`src/btb_pkg.sv`:
```
// ----------------------------------------------------------------------------
// BTB predictor package
// Shared types and constants for the branch target buffer predictor.
// ----------------------------------------------------------------------------
package btb_pkg;

    localparam int CFG_INDEX_W = 3;
    localparam int CFG_DATA_W  = 5;
    localparam int TAG_W       = 30;

    localparam logic [CFG_INDEX_W-1:0] REG_INDEX_BITS   = 3'd0;
    localparam logic [CFG_INDEX_W-1:0] REG_HISTORY_LEN  = 3'd1;
    localparam logic [CFG_INDEX_W-1:0] REG_TAG_LEN      = 3'd2;
    localparam logic [CFG_INDEX_W-1:0] REG_COUNTER_INIT = 3'd3;
    localparam logic [CFG_INDEX_W-1:0] REG_GLOBAL_HIST  = 3'd4;
    localparam logic [CFG_INDEX_W-1:0] REG_GLOBAL_TABLE = 3'd5;
    localparam logic [CFG_INDEX_W-1:0] REG_SHARE_MODE   = 3'd6;

    localparam logic [1:0] SHARE_LSB = 2'd1;
    localparam logic [1:0] SHARE_MSB = 2'd2;

    localparam logic [0:0] ACT_PREDICT = 1'b0;

    typedef enum logic [2:0] {
        ST_CLEAR,
        ST_IDLE,
        ST_LOOKUP,
        ST_REFILL,
        ST_WRITE,
        ST_RESULT
    } btb_state_t;

    // Commands from the controller to the datapath.
    typedef struct packed {
        logic clear_step;   // clear one counter row/slot this cycle
        logic clear_start;  // restart the clearing sweep
        logic capture;      // take the input item
        logic lookup;       // register the reads
        logic refill_step;  // reset one counter of the allocated row
        logic write;        // write back the row and counter
        logic load_out;     // load the result register
    } btb_cmd_t;

    // Status from the datapath to the controller.
    typedef struct packed {
        logic clear_done;
        logic refill_done;
        logic need_refill;
        logic is_update;
    } btb_status_t;

endpackage

```
`src/btb_ctrl.sv`:
```
// ----------------------------------------------------------------------------
// BTB predictor controller
// Sequences clearing, lookup, row refill, write-back and result hand-off.
// ----------------------------------------------------------------------------
module btb_ctrl import btb_pkg::*; (
    input  logic        aclk,
    input  logic        aresetn,
    input  logic        cfg_hit,
    input  logic        s_accept,
    input  logic        m_accept,
    input  btb_status_t status,
    output btb_cmd_t    cmd,
    output logic        s_ready,
    output logic        m_valid
);

    btb_state_t state_reg, state_next;

    always_ff @(posedge aclk) begin
        if (!aresetn || cfg_hit) begin
            state_reg <= ST_CLEAR;
        end else begin
            state_reg <= state_next;
        end
    end

    always_comb begin
        state_next = state_reg;
        unique case (state_reg)
            ST_CLEAR:  if (status.clear_done) state_next = ST_IDLE;
            ST_IDLE:   if (s_accept) state_next = ST_LOOKUP;
            ST_LOOKUP: begin
                if (status.is_update && status.need_refill) begin
                    state_next = ST_REFILL;
                end else begin
                    state_next = ST_WRITE;
                end
            end
            ST_REFILL: if (status.refill_done) state_next = ST_WRITE;
            ST_WRITE:  state_next = ST_RESULT;
            ST_RESULT: if (m_accept) state_next = ST_IDLE;
            default:   state_next = ST_CLEAR;
        endcase
    end

    always_comb begin
        cmd         = '0;
        s_ready     = 1'b0;
        m_valid     = 1'b0;
        cmd.clear_start = cfg_hit;
        unique case (state_reg)
            ST_CLEAR:  cmd.clear_step = 1'b1;
            ST_IDLE: begin
                s_ready     = 1'b1;
                cmd.capture = s_accept;
            end
            ST_LOOKUP: cmd.lookup = 1'b1;
            ST_REFILL: cmd.refill_step = 1'b1;
            ST_WRITE: begin
                cmd.write    = status.is_update;
                cmd.load_out = 1'b1;
            end
            ST_RESULT: m_valid = 1'b1;
            default: ;
        endcase
    end

endmodule

```
`config.mk`:
```
export PLATFORM = sky130hd
export DESIGN_NAME = btb_ctrl
export DESIGN_NICKNAME = d
export VERILOG_FILES = /design/src/btb_pkg.sv /design/src/btb_ctrl.sv
export SDC_FILE = /design/constraint.sdc
export NUM_CORES = 1
export LEC_CHECK = 0
export ABC_AREA = 1
export BUFFER_PORTS_ARGS = -buffer_cell sky130_fd_sc_hd__buf_2
export CORE_AREA = 2 2 39 41
export CTS_BUF_LIST = sky130_fd_sc_hd__clkbuf_4 sky130_fd_sc_hd__clkbuf_8
export DETAILED_ROUTE_END_ITERATION = 10
export DIE_AREA = 0 0 41 43
export PLACE_DENSITY_LB_ADDON = 0.25
export SLEW_MARGIN = 20
export SYNTH_ARGS = -nofsm -noshare
export SYNTH_HDL_FRONTEND = slang
export SYNTH_SLANG_ARGS = --single-unit
```
`constraint.sdc`:
```
create_clock -name aclk -period 1.45 [get_ports aclk]
set_clock_uncertainty 0.15 [all_clocks]
set_input_delay 0.2175 -clock aclk [delete_from_list [all_inputs] [get_ports aclk]]
set_output_delay 0.2175 -clock aclk [all_outputs]
set_load 0.005 [all_outputs]
```
# After elaboration in Yosys (flattened, before gate mapping)
# Index checks and enable logic that the tools add are counted.
[word_totals]
rom_bits = 0
input_bits = 9
latchBits = 0
elab_cells = 28
ramBits = 0
n_memories = 0
regBits = 3
output_inout_bits = 9
[classes]
n_addsub = 0
n_eq_ne = 9
shifts = 0
magnitude_cmp = 0
bitwise_logic = 0
n_mux = 13
n_reduce_logical = 5
div = 0
mul = 0
[ops]
columns = ["cell", "n"]
rows = [
  ["$pmux 3 s6", 1],
  ["$mux 3", 5],
  ["$ne 2x2->1 const B", 4],
  ["$eq 3x2->1 const B", 2],
  ["$eq 3x3->1 const B", 2],
  ["$mux 1", 6],
  ["$reduce_and 4->1", 1],
  ["$eq 3x1->1 const B", 1],
  ["$logic_not 3->1", 1],
  ["$mux 2", 1],
  ["$logic_and 1x1->1", 1],
  ["$logic_not 1->1", 1],
  ["$logic_or 1x1->1", 1],
]

# Longest topological paths before layout
[logic_depth]
word_depth = 3
ltp_mapped = 8
mapped_depth_nobuf = 7

# Least setup slack after synthesis
# OpenSTA, ideal clock, no wires.
[synth_timing]
kind = "register -> register"
startpoint = "reg state_reg[0]"
endpoint = "reg state_reg[2]"
required_ns = 1.182
setup_time_ns = 0.118
path_slack_ns = 0.299
path_stages_with_launch = 8
t_arrival_ns = 0.883
synth_period_minus_slack_ns = 1.151
n_path_buf = 0
path_cell_list = "dfxtp_1 -> nand2_1 -> nor2_2 -> nand2_2 -> nand2_2 -> nor2_4 -> nand2_1 -> a21oi_1"
[synth_between]
elab_chain_cells = 3
elab_cells_between_ends = 12
cone_classes = "eq/ne: 9; mux: 1; reduce/logical: 2"
[synth_lines]
columns = ["element", "line_no", "source"]
rows = [
  ["start: declaration", "btb_ctrl.sv:17", "btb_state_t state_reg, state_next;"],
  ["start signal: assignment", "btb_ctrl.sv:23", "state_reg <= state_next;"],
  ["$eq 3x2->1, or another cell as far along", "btb_ctrl.sv:29", "unique case (state_reg)"],
  ["$ne 2x2->1 (no source line)", "n/a", ""],
  ["$reduce_and 4->1 (no source line)", "n/a", ""],
]
# Parallel ways exist; a longest one is shown, timed or not.
# A chain may end at the register's enable or synchronous reset.

==> results by group <==
Finish
  – Area Growth Syn to Fin: 60.4%
  – Largest register FFs: 3
  – Multi-input gate area: 179 um^2
  – Layout cell share with drive strength beyond 1: 0.535
  – Reg area: 71.3 um^2
  – Antenna cells: 0
  – Fillers: 160
  – Layout Nets: 81

Logic synthesis
  – Syn nets: 58
  – Ys flop type: dfxtp_1
  – Number of flops mapped to enable cells by yosys: 0
  – Top cells by count, synth: nand2_1 (10), inv_1 (8), nor2_1 (6), dfxtp_1 (3)
  – Yosys warnings: 0
  – Mapped cell area: 284 um^2
  – Synth unique cells: 18
  – Seq/Total Area, Yosys: 0.211
  – Synthesized flop and latch total: 3
  – Top cell type's share of synthesized area: 0.211
  – Syn Area/Cell: 5.80 um^2
  – Ranking of synthesized cells by area: dfxtp_1 (21%), nand2_1 (13%), inv_1 (11%)
  – Cells after Synth: 49
  – Leading area contributor after synthesis: dfxtp_1
  – Async SR Flop Fraction: 0
  – Count leader, synth: nand2_1

Drt
  – DR WL/cell: 8.52 um
  – Starting DRT DRC Count: 4
  – DR pass1 iterations: 4
  – DRT antenna net count: 0
  – Via density: 4.16
  – Detailed-route DRC error count: 0
  – Vias: 362
  – Post-Route WL: 741 um

Placed design
  – Buffers on Ports: 17
  – Hpwl dp: 560 um
  – Final RePlAce weighted congestion: 0.764

Setup path
  – Reg2reg start: state_reg[0]$_SDFFE_PP0P_
  – Setup crit end kind: primary output
  – Cell count along the critical path: 5
  – Internal reg-to-reg setup slack: 0.25 ns
  – R2R depth: 6
  – Kind of critical path: reg -> out
  – CP max stage delay: 0.39 ns
  – Crit-path cells: inv_4 > nor2_4 > nand2_2 > nor2_1 > buf_2
  – Critical Path RT: 1.08 ns
  – Largest delay share family, worst path: flip-flops
  – CP max FO: 6
  – Number of buffers and inverters on the critical path: 2
  – Setup crit end: cmd[4]
  – Critical path launch point: state_reg[0]$_SDFFE_PP0P_
  – Startpoint types: register
  – Slowest cell on crit path: dfxtp_4
  – FF-to-FF End: state_reg[1]$_SDFFE_PP0P_
  – CP arrival: 1.05 ns

Power and ir drop
  – Reg power frac: 0.269
  – P_leak: 0.259 nW
  – Psw: 0.0851 mW
  – Sw frac: 0.266
  – Clock share of power: 0.536
  – Int Power: 0.235 mW
  – Pwr Total: 0.320 mW
  – Cell Pwr Density: 702 nW/um^2
  – Peak supply drop: 0.270 mV
  – Gate power share: 0.194

Floorplanning
  – IO Pins: 18
  – Die W: 41 um
  – Die Area: 1760 um^2
  – Starting density of the core: 0.205
  – Core Area: 1380 um^2
  – Die Y: 43 um
  – Num rows: 14

GRT
  – Largest net degree at the start of global routing: 9
  – GRT Total Usage: 0.0983
  – Grt ovf: 0
  – Initial antenna violation count: 0
  – Vias in the first global route: 285
  – First-pass GRT wire length: 1.08 mm

Timing
  – Setup violators final: 0
  – Worst relative slew slack: 0.894
  – FMAX: 0.705 GHz
  – Worst-margin pin slew: 0.157 ns
  – Final hold vios: 0
  – Max Transition Viols Final: 0
  – Final period util: 0.978
  – Final min period: 1.42 ns
  – Hold_ws: 0.103 ns
  – Unrepaired setup endpoints after global routing: yes

Status
  – Outcome: finished, final reports clean

Clock network
  – Hold buffer count at CTS: 0
  – TritonCTS clock tree: built
  – Clk Latency, worst-skew pair: 0.24 ns
  – Clock transition at the registers of the reported paths: 0.04 ns
  – CTS Sinks: 3
  – H-tree depth: 1
  – Clk buf depth: 2
  – Root Driver: clkbuf_4
  – CTS buffer count: 3

Min path
  – Hold Crit Class: in -> reg

Job
  – Max Cap Viol: 0
==> power by group through the flow <==
stage | Sequential [mW] | Combinational [mW] | Clock [mW]
6_report | 0.0861 | 0.0621 | 0.171
5_1_grt | 0.0867 | 0.0699 | 0.189
4_1_cts | 0.0886 | 0.0543 | 0.177
3_5_place_dp | 0.0904 | 0.0525 | 0
3_3_place_gp | 0.0903 | 0.0520 | 0
2_1_floorplan | 0.0887 | 0.0346 | 0
==> area by class of cell <==
| cell class | instances | area share |
|---|---|---|
| Multi-Input combinational cell | 32 | 0.393 |
| Timing Repair Buffer | 20 | 0.236 |
| Sequential cell | 3 | 0.157 |
| Inverter | 12 | 0.104 |
| Clock buffer | 4 | 0.0659 |
| Tap cell | 16 | 0.0440 |
==> cell families after synthesis <==
| kind of cell | after synthesis | synth area share |
|---|---|---|
| AOI/OAI and AO/OA | 5 | 0.110 |
| buffers and inverters | 14 | 0.211 |
| DFF | 3 | 0.211 |
| and+or+nand+nor | 27 | 0.467 |
==> how the worst min path moves through the flow <==
| stage | startpoint | end | slack, ns | cells past startpoint |
|---|---|---|---|---|
| after floorplan | cfg_hit | state_reg[1]$_SDFFE_PP0P_ | 0.24 | 3 |
| after global placement | cfg_hit | state_reg[2]$_SDFFE_PP0P_ | 0.36 | 4 |
| after detailed placement | cfg_hit | state_reg[0]$_SDFFE_PP0P_ | 0.36 | 4 |
| after CTS | cfg_hit | state_reg[1]$_SDFFE_PP0P_ | 0.1 | 4 |
| after global routing | status[2] | state_reg[1]$_SDFFE_PP0P_ | 0.12 | 4 |
| final | cfg_hit | state_reg[1]$_SDFFE_PP0P_ | 0.10 | 4 |
==> worst min-delay path, delay by kind of cell <==
| kind | cells | cell delay, ns |
|---|---|---|
| AO/OA/AOI/OAI | 1 | 0.04 |
| buffers and inverters | 2 | 0.15 |
| AND/OR/NAND/NOR | 1 | 0.05 |
==> placed cells by master (no fill, tap or decap) <==
master    Yosys  routed
nor2_2        2       1
nand2_1      10       9
buf_2         0      17
clkinv_1      2       2
inv_4         0       1
inv_1         8       8
nor2_4        1       3
buf_4         2       3
nand2_2       2       3
nand3_2       1       1
dfxtp_4       0       3
a21oi_1       2       2
o21ai_1       1       1
nand3_1       2       2
a21oi_2       1       1
nor2_1        6       5
inv_2         2       1
nor3_1        2       2
o21a_1        1       1
clkbuf_4      0       4
nand4_1       1       1
==> timing repair <==
| action | in CTS | in global routing |
|---|---|---|
| endpoints found under the hold margin | 0 | 0 |
| endpoints found under the setup margin | 4 | 4 |
| pin swaps | 0 | 0 |
| setup buffers | 0 | 3 |
| gates cloned | 0 | 0 |
| gates resized for setup | 6 | 5 |
==> metrics by stage <==
stage	utilization	cell area, um^2	std cells	setup TNS (ns)	setup slack [ns]
floorplan	-	284	49	0	0.299
global placement	0.270	374	80	0	0.142
detailed placement	0.270	374	80	0	0.133
CTS	0.302	418	84	0	0.0108
global route	0.329	455	87	-0.0180	-0.0180
finish	0.329	455	87	0	0.0321
==> layer usage <==
metal | GRT usage | vias up | routed length [um]
li1 | - | 190 | -
met3 | 0.0157 | 2 | 88
met4 | 0.120 | 0 | 8
met1 | 0.115 | 148 | 282
met2 | 0.128 | 22 | 362
met5 | 0 | - | 0
Power figures use the tool's default switching activity.
